**src/design/mba_ram.sv**
```systemverilog
// Generic single-port-write, single-port-read RAM with registered read.
// No dependencies.
`default_nettype none
module mba_ram #(
  parameter int WIDTH = 8,
  parameter int DEPTH = 16
) (
  input  wire logic                     clk,
  input  wire logic                     we,
  input  wire logic [$clog2(DEPTH)-1:0] waddr,
  input  wire logic [WIDTH-1:0]         wdata,
  input  wire logic                     re,
  input  wire logic [$clog2(DEPTH)-1:0] raddr,
  output logic      [WIDTH-1:0]         rdata
);
  logic [WIDTH-1:0] mem [DEPTH];

  always_ff @(posedge clk) begin
    if (we) mem[waddr] <= wdata;
    if (re) rdata <= mem[raddr];
  end
endmodule
`default_nettype wire

```
**config.mk**
```make
export PLATFORM = sky130hd
export DESIGN_NAME = mba_ram
export DESIGN_NICKNAME = d
export VERILOG_FILES = /design/src/design/mba_ram.sv
export SDC_FILE = /design/constraint.sdc
export NUM_CORES = 1
export LEC_CHECK = 0
export BUFFER_PORTS_ARGS = -buffer_cell sky130_fd_sc_hd__clkbuf_2
export CORE_MARGIN = 1.5
export CORE_UTILIZATION = 55
export DETAILED_ROUTE_END_ITERATION = 10
export PLACE_DENSITY_LB_ADDON = 0.12
export SETUP_SLACK_MARGIN = 0.05
export SLEW_MARGIN = 0
export SYNTH_ARGS = -nofsm -noshare
export SYNTH_HDL_FRONTEND = slang
export SYNTH_SLANG_ARGS = --single-unit
```
**constraint.sdc**
```tcl
create_clock -name clk -period 2.25 [get_ports clk]
set_input_delay 0.3375 -clock clk [delete_from_list [all_inputs] [get_ports clk]]
set_output_delay 0.3375 -clock clk [all_outputs]
set_load 0.03 [all_outputs]
```
==> metrics.cfg <==
[status]
outcome = finished, final reports clean

[setup_path]
slowest_stage = edfxtp_1
regToRegStartpoint = mem[5][3]
cp-start-kind = flip-flop
path_max_fanout = 1
critical_path_class = reg -> out
end_kind = primary output
rr_worst_depth = 3
path_cells = clkbuf_2
critPathTopFamily = flip-flops
timing.rr.end = rdata[3]
crit_buf_inv = 1
critPathMaxStageDelay_ns = 0.41
crit_required_ns = 1.91
arrival_ns = 1.15
rrSetupSlack_ns = 0.78

[logic_synthesis]
ys_top_cells_by_count = edfxtp_1 (136), mux4_2 (18), a22oi_1 (16), mux4_1 (14), nor2_1 (13)
syn_inst = 229
synthFlopType = edfxtp_1
synth_mux_area_share_pct = 14.8
yosysSeqAreaShare_pct = 78.1
yosys.area.top_type = edfxtp_1
ys_async_sr_fraction_pct = 0
synth_most_common_cell = edfxtp_1
synth_fa_ha_area_share_pct = 0
synth_fp_nets = 248
synth_compound_area_share_pct = 2.30
ys_warn_count = 0
synth_top_family_by_area = multiplexers
synth_edf_count = 136
synth_xor_area_share_pct = 0
syn-cell-area_sq_um = 5230
syn_area_per_cell_sq_um = 22.8
synth_area_leaders = edfxtp_1 (78%), mux4_2 (7.8%), mux4_1 (7.0%)
synth_seq_cells = 136
yosys.area.top_type_share_pct = 78.1
yosys.area_share.simple_pct = 3.14
ys_types = 18

[timing]
final.setup.tns_ns = 0
finalCriticalPeriod_ns = 1.49
rsz0062_at_grt = false
timing.slew.headroom_pct = 69.6
hold_viol_final = 0
clock_skew_ns = 0.00597
worst_pin_slew_ns = 0.455
fin_crit_sh_pct = 66.0
slew_viol_final = 0
max_freq_mhz = 673
finalSetupViolations = 0

[floorplan]
num_io_pins = 27
die_h_microns = 100
dieArea_sq_um = 10100
die_w_microns = 100
core_region_area_sq_um = 9240
start_util_pct = 56.6
row_count = 35

[power]
p_leak_nw = 2.08
internal_power_mw = 4.41
combPwrFrac_pct = 5.1
power_frac_seq_pct = 51.4
vdd_drop_max_mv = 0.597
switching_share_pct = 21.2
pwr-share-clk_pct = 43.5
cellPowerDensity_nw_per_um2 = 911
p_switching_mw = 1.18

[placement]
port_buffers = 26
place_congestion = 0.696
place_area_sq_um = 5610
dpl.hpwl_microns = 6190

[drt]
drt_pre_antenna_iters = 4
drcViolationCount = 0
ant_nets = 0
routed_wl_microns = 10300
routedWlPerCell_microns = 24.3
via_per_inst = 5.92
vias = 2509
drt_first_iter_violations = 227

[clock_network]
post-cts-setup-buffer-count = 0
cts_tree = yes
insertion_delay_ns = 0.52
cts.sinks = 136
htree_levels = 4
path_clk_slew_ns = 0.06
cts_buffers = 17
cts_hold_buf = 0
cts_resized = 0
clockBufferDepth = 2
root_buffer = clkbuf_8

[grt]
antenna_found_initial = 0
grt_pass1_vias = 2610
track_usage_pct = 23.1
grt_max_degree = 33
grt_pass1_wl_microns = 15700
grt-ovfl-total = 0

[min_path]
min_path_cells = 1
min_from = wdata[2]
hold_class = in -> reg
min_to = mem[5][2]

[cells_and_area]
drive_gt1_share_pct = 31.9
design_area_sq_um = 6130
area_growth_pct = 17.3
diodes = 0
fin_nets = 303

[run]
maxCapViolations = 0

final cells by class:
type                       instances  area [sq um]
tap                              129           161
clock inverter                    13           110
multi-input combinational         83          1060
timing repair buffer              46           305
clock buffer                      17           414
sequential                       136          4080
fill                             609          3110
layer usage:
metal  part of all wire (%)  GRT usage (%)  vias to the layer above
met2                     48           33.8                      111
met1                     43           32.7                     1291
met4                    1.8           9.64                        0
met5                      0              0                        -
li1                       -              -                     1096
met3                    7.0           7.42                       11
layout by cell type, fill, tap and decap left out, drive strengths merged:
| master | count |
|---|---|
| buf | 20 |
| nand3b | 2 |
| or3b | 1 |
| nand2b | 2 |
| nand2 | 9 |
| clkinv | 8 |
| mux4 | 32 |
| nor2 | 13 |
| bufinv | 1 |
| edfxtp | 136 |
| nand3 | 1 |
| nor3 | 4 |
| and2 | 1 |
| clkbuf | 43 |
| and2b | 1 |
| nor2b | 1 |
| a22oi | 16 |
| clkinvlp | 4 |
power by group through the flow:
stage	registers [mW]	logic [mW]	clock network (mW)
2_1_floorplan	2.94	0.144	0
3_3_place_gp	2.92	0.282	0
3_5_place_dp	2.92	0.289	0
4_1_cts	2.87	0.290	2.46
5_1_grt	2.88	0.311	2.57
6_report	2.87	0.287	2.43
cell families (layout without fill, tap and decap cells):
family | after synthesis | in the layout
buf+inv | 10 | 76
flops | 136 | 136
mux | 32 | 32
compound gates | 16 | 16
simple gates | 35 | 35
worst register-to-register path, cell delays in order (launching register included):
cell      delay (ns)
edfxtp_1        0.38
mux4_1          0.57
a22oi_1         0.20
nand2_1         0.07
per-stage QoR:
step | std cells | power, mW | util [%] | worst slack [ns] | hold WS (ns)
finish | 424 | 5.59 | 66.4 | 0.765 | 0.226
global route | 424 | 5.76 | 66.4 | 0.697 | 0.236
CTS | 424 | 5.62 | 66.4 | 0.754 | 0.218
detailed placement | 394 | 3.21 | 60.7 | 0.298 | 0.740
global placement | 394 | 3.20 | 60.7 | 0.301 | 0.726
floorplan | 229 | 3.09 | - | 0.420 | 0.436
sequential cells by signal, summed over array words and instances (netlist names):
signal  cells
rdata       8
mem       128
worst max-delay path by stage:
stage	start	endpoint	slack, ns	cells after the start
3_3_place_gp	raddr[0]	rdata[0]	0.30	5
2_1_floorplan	waddr[2]	mem[0][0]	0.42	2
6_report	rdata[4]	rdata[4]	0.76	1
4_1_cts	rdata[4]	rdata[4]	0.75	1
3_5_place_dp	raddr[0]	rdata[0]	0.30	5
5_1_grt	mem[5][0]	rdata[0]	0.70	3
(Power assumes the default switching activity.)
