## src/design/mba_pkg.sv

```systemverilog
// Shared types, constants and helpers for the mosaic block averager.
// No dependencies; imported by mba_div, mba_merge, mosaic_block_average and mba_checker.
`default_nettype none
package mba_pkg;

  localparam int MAX_WIDTH  = 4096;
  localparam int MAX_HEIGHT = 4096;
  localparam int MAX_BLOCK  = 32;

  localparam int POS_W   = 12;  // pixel/block position
  localparam int DIM_W   = 13;  // frame size registers
  localparam int BS_W    = 6;   // block size register
  localparam int SUB_W   = 5;   // position inside a block
  localparam int CH_W    = 8;
  localparam int BSUM_W  = 18;
  localparam int FSUM_W  = 32;
  localparam int NUM_W   = 32;  // divider dividend / quotient
  localparam int DEN_W   = 25;  // divider divisor / remainder
  localparam int CNT_W   = 6;
  localparam int LANES   = 3;
  localparam int ENTRY_W = 3 * BSUM_W;

  localparam logic [1:0] REG_FRAME_WIDTH  = 2'd0;
  localparam logic [1:0] REG_FRAME_HEIGHT = 2'd1;
  localparam logic [1:0] REG_BLOCK_SIZE   = 2'd2;

  localparam logic KIND_BLOCK = 1'b0;
  localparam logic KIND_FRAME = 1'b1;

  typedef struct packed {
    logic [CH_W-1:0] red_in;
    logic [CH_W-1:0] green_in;
    logic [CH_W-1:0] blue_in;
  } in_t;

  typedef struct packed {
    logic             kind;
    logic [POS_W-1:0] block_row;
    logic [POS_W-1:0] block_col;
    logic [CH_W-1:0]  red_avg;
    logic [CH_W-1:0]  green_avg;
    logic [CH_W-1:0]  blue_avg;
    logic             last;
  } out_t;

  // header fields handed to the merge stage along with the lane quotients
  typedef struct packed {
    logic             load;
    logic             kind;
    logic [POS_W-1:0] block_row;
    logic [POS_W-1:0] block_col;
    logic             last;
  } mrg_ctl_t;

  function automatic logic [DIM_W-1:0] clamp_dim(input logic [DIM_W-1:0] v,
                                                 input logic [DIM_W-1:0] hi);
    logic [DIM_W-1:0] r;
    r = v;
    if (v == '0) r = DIM_W'(1);
    else if (v > hi) r = hi;
    return r;
  endfunction

  function automatic logic [BS_W-1:0] clamp_bs(input logic [BS_W-1:0] v);
    logic [BS_W-1:0] r;
    r = v;
    if (v == '0) r = BS_W'(1);
    else if (v > BS_W'(MAX_BLOCK)) r = BS_W'(MAX_BLOCK);
    return r;
  endfunction

endpackage
`default_nettype wire

```

## src/design/mba_merge.sv

```systemverilog
// Merge stage: saturates the three lane quotients into one result beat
// and holds it in the output register. Depends on mba_pkg.
`default_nettype none
module mba_merge import mba_pkg::*; (
  input  wire logic             clk,
  input  wire logic             rst_n,
  input  wire mrg_ctl_t         ctl,
  input  wire logic [NUM_W-1:0] quo [LANES],
  output logic                  out_valid,
  input  wire logic             out_ready,
  output out_t                  out_data
);
  logic [CH_W-1:0] sat [LANES];
  logic            valid_r;
  out_t            data_r;

  // averages above full scale clip
  always_comb begin
    for (int i = 0; i < LANES; i++) begin
      sat[i] = (quo[i][NUM_W-1:CH_W] != '0) ? {CH_W{1'b1}} : quo[i][CH_W-1:0];
    end
  end

  always_ff @(posedge clk) begin
    if (!rst_n) valid_r <= 1'b0;
    else if (ctl.load) valid_r <= 1'b1;
    else if (out_ready) valid_r <= 1'b0;
  end

  always_ff @(posedge clk) begin
    if (ctl.load) begin
      data_r.kind      <= ctl.kind;
      data_r.block_row <= ctl.block_row;
      data_r.block_col <= ctl.block_col;
      data_r.red_avg   <= sat[0];
      data_r.green_avg <= sat[1];
      data_r.blue_avg  <= sat[2];
      data_r.last      <= ctl.last;
    end
  end

  assign out_valid = valid_r;
  assign out_data  = data_r;
endmodule
`default_nettype wire

```

## config.mk

```make
export PLATFORM = sky130hd
export DESIGN_NAME = mba_merge
export DESIGN_NICKNAME = d
export VERILOG_FILES = /design/src/design/mba_pkg.sv /design/src/design/mba_merge.sv
export SDC_FILE = /design/constraint.sdc
export NUM_CORES = 1
export LEC_CHECK = 0
export ABC_AREA = 1
export BUFFER_PORTS_ARGS = -buffer_cell sky130_fd_sc_hd__buf_2
export CAP_MARGIN = 20
export CELL_PAD_IN_SITES_DETAIL_PLACEMENT = 1
export CELL_PAD_IN_SITES_GLOBAL_PLACEMENT = 1
export CORE_MARGIN = 1.5
export CORE_UTILIZATION = 28
export CTS_BUF_LIST = sky130_fd_sc_hd__clkbuf_4 sky130_fd_sc_hd__clkbuf_8 sky130_fd_sc_hd__clkbuf_16
export DETAILED_ROUTE_END_ITERATION = 10
export PLACE_DENSITY = 0.81
export RECOVER_POWER = 25
export SETUP_SLACK_MARGIN = 0.1
export SLEW_MARGIN = 20
export SYNTH_ARGS = -nofsm -noshare
export SYNTH_HDL_FRONTEND = slang
export SYNTH_SLANG_ARGS = --single-unit
```

## constraint.sdc

```tcl
create_clock -name clk -period 2.29 [get_ports clk]
set_input_delay 0.229 -clock clk [delete_from_list [all_inputs] [get_ports clk]]
set_output_delay 0.229 -clock clk [all_outputs]
set_load 0.03 [all_outputs]
```

==> impl_metrics.py <==
metrics = {
    "critical_path": {
        "crit_buf_inv": 2,
        "worstReg2RegStart": "out_valid",
        "r2r_setup_slack_ps": 1620,
        "cp.required_ps": 2210,
        "crit_start": "ctl[26]",
        "r2r-end": "out_valid",
        "path_max_fanout": 51,
        "cp-start-kind": "primary input",
        "critical_path.slowest_cell": "clkbuf_2",
        "max_stage_delay_ps": 910,
        "crit_chain": "buf_2 > clkbuf_2",
        "arrival_ps": 1230,
        "path_class": "primary input to flip-flop",
        "endpoint_kind": "flip-flop",
        "r2r_cells": 3,
        "crit_family": "buffers and inverters",
    },
    "synthesis": {
        "synth_most_common_cell": "edfxtp_1",
        "synth_top_area_cell": "edfxtp_1",
        "netlist_top_cells_count": "edfxtp_1 (50), nor2_1 (37), inv_1 (25), nand4_1 (24), nand2_1 (18)",
        "synth.avg_cell_area_sq_um": 12.34,
        "synthCells": 165,
        "syn_nets": 291,
        "ys_seq_area_share_pct": 74.74,
        "synth_edf_count": 50,
        "synth.distinct_cells": 8,
        "yosysWarnings": 0,
        "synth_top_cells_by_area": "edfxtp_1 (74%), nand4_1 (7.4%), nor2_1 (6.8%)",
        "ys_async_sr_fraction_pct": 0,
        "yosysTopAreaCellShare_pct": 73.76,
        "synth_flop_cell": "edfxtp_1",
        "ys_ff_latch": 51,
        "synthesis.area_sq_um": 2036,
    },
    "pwr": {
        "clock_power_share_pct": 26.8,
        "cellPowerDensity_nw_per_um2": 627.9,
        "ir_drop_mv": 0.2324,
        "p_sw_mw": 0.5349,
        "intPower_mw": 1.433,
        "seq_power_share_pct": 55.9,
        "combinationalPowerShare_pct": 17.3,
        "sw_frac_of_total_pct": 27.18,
        "fin_total_pwr_mw": 1.968,
        "power_leakage_nw": 1.466,
    },
    "global_routing": {
        "grt_max_degree": 52,
        "antenna_found_initial": 0,
        "grt_overflow_total": 0,
        "grt_pass1_wl_mm": 8.901,
        "grt_pass1_vias": 1958,
        "grtUsageTotal_pct": 15.05,
    },
    "clock_network": {
        "cts_setup_buffers": 0,
        "htree_levels": 2,
        "cts_tree": "yes",
        "clkTransAtPathRegs_ps": 100,
        "holdBufCountCts": 0,
        "clk_latency_ps": 300,
        "cts_root_buf": "clkbuf_8",
        "cts_sinks": 51,
        "cts_resized": 0,
        "cts_buffers": 5,
        "clk_path_buf_depth": 2,
    },
    "final_layout": {
        "diodes": 0,
        "drive_above_1_share_pct": 55.43,
        "n_fill_cell": 855,
        "fin_util_pct": 45.38,
        "area_growth_pct": 53.96,
        "final_nets": 475,
    },
    "sta": {
        "setup_viol": 0,
        "tns_ps": 0,
        "slew_headroom_pct": 17.72,
        "min_period_over_period_pct": 57.03,
        "rsz0062_at_grt": "false",
        "slew_viol_final": 0,
        "hold_violations": 0,
        "fin_skew_ps": 0,
        "tightestPinTransition_ps": 1234,
        "fmax_mhz": 765.8,
        "final.min_clock_period_ps": 1306,
    },
    "drt": {
        "routed_wl_mm": 5.700,
        "drc": 0,
        "via_count": 1900,
        "routedWlPerCell_um": 12.78,
        "initialDrtViolationCount": 35,
        "ant_nets": 0,
        "firstDrtPassIters": 4,
        "routed_via_density": 4.260,
    },
    "die": {
        "die_w_um": 88.27,
        "ioPinCount": 177,
        "core_sq_um": 6907,
        "die_h_um": 88.27,
        "num_rows": 30,
        "dieArea_sq_um": 7791,
        "initial_core_util_pct": 29.47,
    },
    "job": {
        "cap_violations": 0,
    },
    "placed_design": {
        "portBuffers": 176,
        "gp_routability_congestion": 0.7103,
        "hpwlAfterDp_mm": 4.791,
    },
    "hold_path": {
        "hold_depth": 1,
        "hp-start": "ctl[15]",
        "min_to": "out_data[39]",
        "hp-class": "primary input to flip-flop",
    },
    "run_status": {
        "outcome": "complete, no violations",
    },
}
[flip-flops by register name, indices dropped and copies added, names as in the netlist]
name / count
out_data: 50
out_valid: 1
[metal layers]
layer / up-vias / global-route usage [%] / wire length (um)
li1: 938 / - / -
met2: 101 / 28.73 / 3052
met3: 9 / 3.825 / 470
met1: 852 / 15.84 / 2068
met4: 0 / 5.540 / 109
met5: - / 0 / 0
[logic make-up after synthesis]
group,synth area share (%)
flip-flops,74.74
buffers and inverters,4.610
AND/OR/NAND/NOR,20.28
AO/OA/AOI/OAI,0.3689
[power by group through the flow]
stage | Clock, mW | Sequential (mW) | Combinational, mW
floorplan | 0 | 1.25 | 0.0292
global placement | 0 | 1.12 | 0.338
detailed placement | 0 | 1.12 | 0.348
CTS | 0.544 | 1.10 | 0.348
global route | 0.571 | 1.11 | 0.370
finish | 0.527 | 1.10 | 0.340
[placed cells by master, fill, tap and decap left out]
| master | n |
|---|---|
| buf_2 | 176 |
| edfxtp_1 | 50 |
| nor2_1 | 37 |
| inv_1 | 25 |
| nand4_1 | 24 |
| nand2_1 | 18 |
| nor2_2 | 9 |
| clkbuf_8 | 5 |
| clkinvlp_4 | 2 |
| o21a_1 | 1 |
| inv_6 | 1 |
| dfxtp_1 | 1 |
| clkbuf_2 | 1 |
[cell type report]
| cell class | instances | area, sq um | area share [%] |
|---|---|---|---|
| Multi-Input combinational cell | 89 | 420.4 | 13.41 |
| Inverter | 25 | 93.84 | 2.994 |
| Clock buffer | 5 | 68.82 | 2.196 |
| Sequential cell | 51 | 1521 | 48.54 |
| Clock inverter | 3 | 23.77 | 0.7585 |
| Tap cell | 96 | 120.1 | 3.832 |
| Timing Repair Buffer | 177 | 885.9 | 28.26 |
[stage by stage]
step	worst slack (ps)	hold WS (ps)	cells	area (sq um)
after CTS	1154	77.83	446	3149
after detailed placement	1068	407.8	438	3057
after global routing	905.5	72.79	446	3134
final	984.1	93.13	446	3134
after global placement	1099	405.7	438	3057
after floorplan	1324	327.9	165	2036
[worst max-delay path by stage]
stage                         endpoint  slack (ps)  cells past startpoint
after floorplan           out_data[10]        1320                      4
after global placement     out_data[7]        1100                      5
after detailed placement   out_data[3]        1070                      5
after CTS                 out_data[32]        1150                      1
after global routing      out_data[14]         910                      2
final                     out_data[38]         980                      2
(Power assumes the default switching activity.)
