**config.mk**
```make
export PLATFORM = sky130hd
export DESIGN_NAME = mba_div
export DESIGN_NICKNAME = d
export VERILOG_FILES = /design/src/design/mba_pkg.sv /design/src/design/mba_div.sv
export SDC_FILE = /design/constraint.sdc
export NUM_CORES = 1
export LEC_CHECK = 0
export BUFFER_PORTS_ARGS = -buffer_cell sky130_fd_sc_hd__buf_2
export CAP_MARGIN = 20
export CORE_ASPECT_RATIO = 1.2
export CORE_MARGIN = 3
export CORE_UTILIZATION = 54
export CTS_CLUSTER_SIZE = 10
export DETAILED_ROUTE_END_ITERATION = 8
export PLACE_DENSITY_LB_ADDON = 0.1
export SLEW_MARGIN = 20
export SYNTH_ARGS = -nofsm -noshare
export SYNTH_HDL_FRONTEND = slang
export SYNTH_SLANG_ARGS = --single-unit
```
**constraint.sdc**
```tcl
create_clock -name clk -period 3.24 [get_ports clk]
set_input_delay 0.648 -clock clk [delete_from_list [all_inputs] [get_ports clk]]
set_output_delay 0.648 -clock clk [all_outputs]
set_load 0.01 [all_outputs]
```
**src/design/mba_pkg.sv**
```systemverilog
// Shared types, constants and helpers for the mosaic block averager.
// No dependencies; imported by mba_div, mba_merge, mosaic_block_average and mba_checker.
`default_nettype none
package mba_pkg;

  localparam int MAX_WIDTH  = 4096;
  localparam int MAX_HEIGHT = 4096;
  localparam int MAX_BLOCK  = 32;

  localparam int POS_W   = 12;  // pixel/block position
  localparam int DIM_W   = 13;  // frame size registers
  localparam int BS_W    = 6;   // block size register
  localparam int SUB_W   = 5;   // position inside a block
  localparam int CH_W    = 8;
  localparam int BSUM_W  = 18;
  localparam int FSUM_W  = 32;
  localparam int NUM_W   = 32;  // divider dividend / quotient
  localparam int DEN_W   = 25;  // divider divisor / remainder
  localparam int CNT_W   = 6;
  localparam int LANES   = 3;
  localparam int ENTRY_W = 3 * BSUM_W;

  localparam logic [1:0] REG_FRAME_WIDTH  = 2'd0;
  localparam logic [1:0] REG_FRAME_HEIGHT = 2'd1;
  localparam logic [1:0] REG_BLOCK_SIZE   = 2'd2;

  localparam logic KIND_BLOCK = 1'b0;
  localparam logic KIND_FRAME = 1'b1;

  typedef struct packed {
    logic [CH_W-1:0] red_in;
    logic [CH_W-1:0] green_in;
    logic [CH_W-1:0] blue_in;
  } in_t;

  typedef struct packed {
    logic             kind;
    logic [POS_W-1:0] block_row;
    logic [POS_W-1:0] block_col;
    logic [CH_W-1:0]  red_avg;
    logic [CH_W-1:0]  green_avg;
    logic [CH_W-1:0]  blue_avg;
    logic             last;
  } out_t;

  // header fields handed to the merge stage along with the lane quotients
  typedef struct packed {
    logic             load;
    logic             kind;
    logic [POS_W-1:0] block_row;
    logic [POS_W-1:0] block_col;
    logic             last;
  } mrg_ctl_t;

  function automatic logic [DIM_W-1:0] clamp_dim(input logic [DIM_W-1:0] v,
                                                 input logic [DIM_W-1:0] hi);
    logic [DIM_W-1:0] r;
    r = v;
    if (v == '0) r = DIM_W'(1);
    else if (v > hi) r = hi;
    return r;
  endfunction

  function automatic logic [BS_W-1:0] clamp_bs(input logic [BS_W-1:0] v);
    logic [BS_W-1:0] r;
    r = v;
    if (v == '0) r = BS_W'(1);
    else if (v > BS_W'(MAX_BLOCK)) r = BS_W'(MAX_BLOCK);
    return r;
  endfunction

endpackage
`default_nettype wire

```
**src/design/mba_div.sv**
```systemverilog
// One divider lane: restoring division, one quotient bit per cycle.
// Depends on mba_pkg.
`default_nettype none
module mba_div import mba_pkg::*; (
  input  wire logic             clk,
  input  wire logic             rst_n,
  input  wire logic             start,
  input  wire logic [NUM_W-1:0] num,
  input  wire logic [DEN_W-1:0] den,
  output logic                  done,
  output logic      [NUM_W-1:0] quo,
  output logic      [DEN_W-1:0] rem
);
  logic [NUM_W-1:0] quo_r, quo_nxt;
  logic [DEN_W-1:0] rem_r, rem_nxt, den_r;
  logic [CNT_W-1:0] cnt_r;
  logic             busy_r, done_r;
  logic [DEN_W:0]   trial;

  // shift in the next dividend bit, subtract when it fits
  always_comb begin
    trial   = {rem_r, quo_r[NUM_W-1]};
    quo_nxt = {quo_r[NUM_W-2:0], 1'b0};
    rem_nxt = trial[DEN_W-1:0];
    if (trial >= {1'b0, den_r}) begin
      rem_nxt    = DEN_W'(trial - {1'b0, den_r});
      quo_nxt[0] = 1'b1;
    end
  end

  always_ff @(posedge clk) begin
    if (!rst_n) begin
      busy_r <= 1'b0;
      done_r <= 1'b0;
      cnt_r  <= '0;
    end else begin
      done_r <= 1'b0;
      if (start) begin
        busy_r <= 1'b1;
        cnt_r  <= '0;
      end else if (busy_r) begin
        cnt_r <= cnt_r + CNT_W'(1);
        if (cnt_r == CNT_W'(NUM_W - 1)) begin
          busy_r <= 1'b0;
          done_r <= 1'b1;
        end
      end
    end
  end

  // datapath
  always_ff @(posedge clk) begin
    if (start) begin
      quo_r <= num;
      rem_r <= '0;
      den_r <= den;
    end else if (busy_r) begin
      quo_r <= quo_nxt;
      rem_r <= rem_nxt;
    end
  end

  assign done = done_r;
  assign quo  = quo_r;
  assign rem  = rem_r;
endmodule
`default_nettype wire

```
==> impl_metrics.json <==
{
  "outcome": "finished, final reports clean",
  "synthToLayoutAreaGrowth_pct": 19.0,
  "hold_viol": 0,
  "initial_utilization_pct": 55.9,
  "grt_max_degree": 34,
  "hold_end": "den_r[10]$_DFFE_PP_",
  "port_buffers": 117,
  "ctsHoldBuffers": 0,
  "die_x_um": 92.2,
  "startpoint_type": "register",
  "rows": 37,
  "cts-resized-gates": 0,
  "ir_worst_vdd_uv": 274,
  "yosysTopAreaCellShare_pct": 35.6,
  "drt-pass1-iter-count": 4,
  "rsz0062_at_grt": "false",
  "insertion_delay_ps": 360,
  "grt_pass1_wl_um": 16700,
  "synthTopCellsByCount": "edfxtp_1, nor2_1, dfxtp_1, mux2_2, inv_1",
  "setup_violations": 0,
  "clkSinkCount": 90,
  "finClkSkew_ps": 13.5,
  "cpMostUsedCell": "o21ai_2",
  "fillers": 718,
  "dieArea_um2": 10100,
  "io-pin-count": 118,
  "hold_start": "den[10]",
  "fin_crit_sh_pct": 91.8,
  "cellLeakagePower_uw": 0.00255,
  "min_period_ps": 2970,
  "reg2reg_from": "den_r[1]$_DFFE_PP_",
  "relSlewSlack_pct": 51.7,
  "grt_usage_pct": 20.9,
  "htreeDepth": 3,
  "postCtsSetupBuffers": 0,
  "dp_hpwl_um": 7450,
  "synth-async-reset-ratio_pct": 0,
  "cap_violations": 0,
  "drcViolationCount": 0,
  "core_area_um2": 8610,
  "synth-edff-count": 57,
  "hold_path.class": "in -> reg",
  "switching_power_uw": 825,
  "tns_ps": 0,
  "grt_pass1_vias": 3701,
  "die_y_um": 109,
  "worstMarginPinSlew_ps": 725,
  "whs_path_depth": 1,
  "seqPwrFrac_pct": 49.4,
  "wl_per_cell_um": 14.9,
  "antenna_found_initial": 0,
  "synth_area_um2": 4810,
  "swShare_pct": 29.2,
  "diodes": 0,
  "ys_warn_count": 0,
  "drt_iter0_markers": 140,
  "ys.flop_type": "edfxtp_1",
  "wirelength_um": 10100,
  "drv_slew": 0,
  "clkPwrFrac_pct": 26.8,
  "yosysMostFrequentCell": "edfxtp_1",
  "end_kind": "register",
  "critPathArrivalTime_ps": 3250,
  "detail-route-antenna-nets": 0,
  "mappedNetlistNets": 528,
  "reg2reg_slack_ps": 270,
  "cts_tree": "built",
  "syn_area_per_cell_um2": 10.9,
  "finalPower_uw": 2830,
  "syn_inst": 441,
  "worstSetupPathType": "reg -> reg",
  "ys_seq_area_share_pct": 49.3,
  "synthDistinctLibCells": 53,
  "fmax_mhz": 336,
  "cts_made_buffers": 9,
  "p_per_area_nw_per_um2": 493,
  "yosys-top-cells-area": "edfxtp_1, dfxtp_1, mux2_2",
  "critical_path_required_ps": 3520,
  "num_vias": 3646,
  "cts_root_buf": "clkbuf_8",
  "gp_congestion": 0.859,
  "synth-seq-cells": 90,
  "reg2reg_depth": 11,
  "clockBufferDepth": 2,
  "power_frac_comb_pct": 23.9,
  "yosys.area.top_type": "edfxtp_1",
  "r2r-end": "rem[21]$_SDFFE_PP0P_",
  "grt_remaining_overflow": 0,
  "fin_nets": 643,
  "cpMaxStageDelayCell": "or4b_1",
  "viasPerCell": 5.38,
  "layout-drive-gt1-share_pct": 32.4,
  "clkTransAtPathRegs_ps": 90,
  "crit_chain": "inv_1 -> ha_1 -> nor2b_1 -> o31a_1 -> nor4_2 -> o21ai_2 -> o21ai_2 -> a31oi_1 -> or4b_1 -> a31o_1 -> a311oi_2",
  "critPathMaxStageDelay_ps": 540,
  "crit_path_max_fanout": 4,
  "p_int_uw": 2000
}
[routing by layer]
layer	global-route usage [%]	wire length, um
met1	25.1	4400
met2	35.5	4840
met3	6.64	741
met4	7.22	121
met5	0	0
[kinds of logic after synthesis]
group / synth area share (%)
AO/OA/AOI/OAI: 14.4
XOR/XNOR: 4.37
adder cells (fa/ha/maj): 7.17
buffers and inverters: 4.18
flip-flops: 49.3
multiplexers: 10.2
AND/OR/NAND/NOR: 10.4
[cells in the final DEF (no fill, tap or decap), types with 7 or more instances in the layout]
master,instances
a211oi_1,25
a21o_1,11
a21oi_1,29
buf_2,116
buf_4,7
clkbuf_8,9
dfxtp_1,32
edfxtp_1,57
ha_1,26
inv_1,31
mux2_2,32
mux2i_1,13
nand2_1,13
nand4_1,7
nor2_1,52
o21ai_0,8
xnor2_1,12
xor2_1,12
[worst max-delay path by stage]
stage	from	slack, ps	endpoint
global placement	den_r[1]$_DFFE_PP_	260	rem[21]$_SDFFE_PP0P_
finish	den_r[1]$_DFFE_PP_	270	rem[21]$_SDFFE_PP0P_
global route	quo[31]$_DFFE_PP_	20	rem[12]$_SDFFE_PP0P_
CTS	quo[31]$_DFFE_PP_	110	rem[9]$_SDFFE_PP0P_
floorplan	quo[31]$_DFFE_PP_	410	rem[21]$_SDFFE_PP0P_
detailed placement	quo[31]$_DFFE_PP_	140	rem[9]$_SDFFE_PP0P_
[sequential cells by signal (all words and copies together), names as in the netlist]
signal / count
done: 1
busy_r: 1
den_r: 25
quo: 32
rem: 25
cnt_r: 6
[power by group through the flow]
| stage | clock network, uW | registers (uW) | logic, uW |
|---|---|---|---|
| global route | 822 | 1410 | 754 |
| finish | 757 | 1390 | 674 |
| floorplan | 0 | 1440 | 444 |
| CTS | 778 | 1400 | 672 |
| detailed placement | 0 | 1420 | 670 |
| global placement | 0 | 1420 | 658 |
[critical path, delay by kind of cell (launching register included)]
family,cells,cell delay [ps]
AOI/OAI and AO/OA,6,1240
adders and majority gates,1,250
buffers and inverters,1,110
DFF,1,380
and+or+nand+nor,3,920
[final cells by class]
type	count	area [um2]	area share [%]
Clock buffer	12	135	2.36
Clock inverter	4	52.6	0.917
Inverter	31	116	2.03
Multi-Input combinational cell	300	2260	39.4
Sequential cell	90	2370	41.4
Tap cell	117	146	2.56
Timing Repair Buffer	124	644	11.2
[stage by stage]
| stage | area (um2) | util [%] | hold slack [ps] | cells | setup slack (ps) |
|---|---|---|---|---|---|
| 6_report | 5730 | 66.5 | 453 | 678 | 267 |
| 5_1_grt | 5730 | 66.5 | 437 | 678 | 17.5 |
| 4_1_cts | 5710 | 66.3 | 436 | 678 | 114 |
| 3_5_place_dp | 5520 | 64.1 | 499 | 662 | 139 |
| 3_3_place_gp | 5520 | 64.1 | 476 | 662 | 262 |
| 2_1_floorplan | 4810 | - | 458 | 441 | 415 |
No activity file was read; power rests on OpenSTA's default activity.
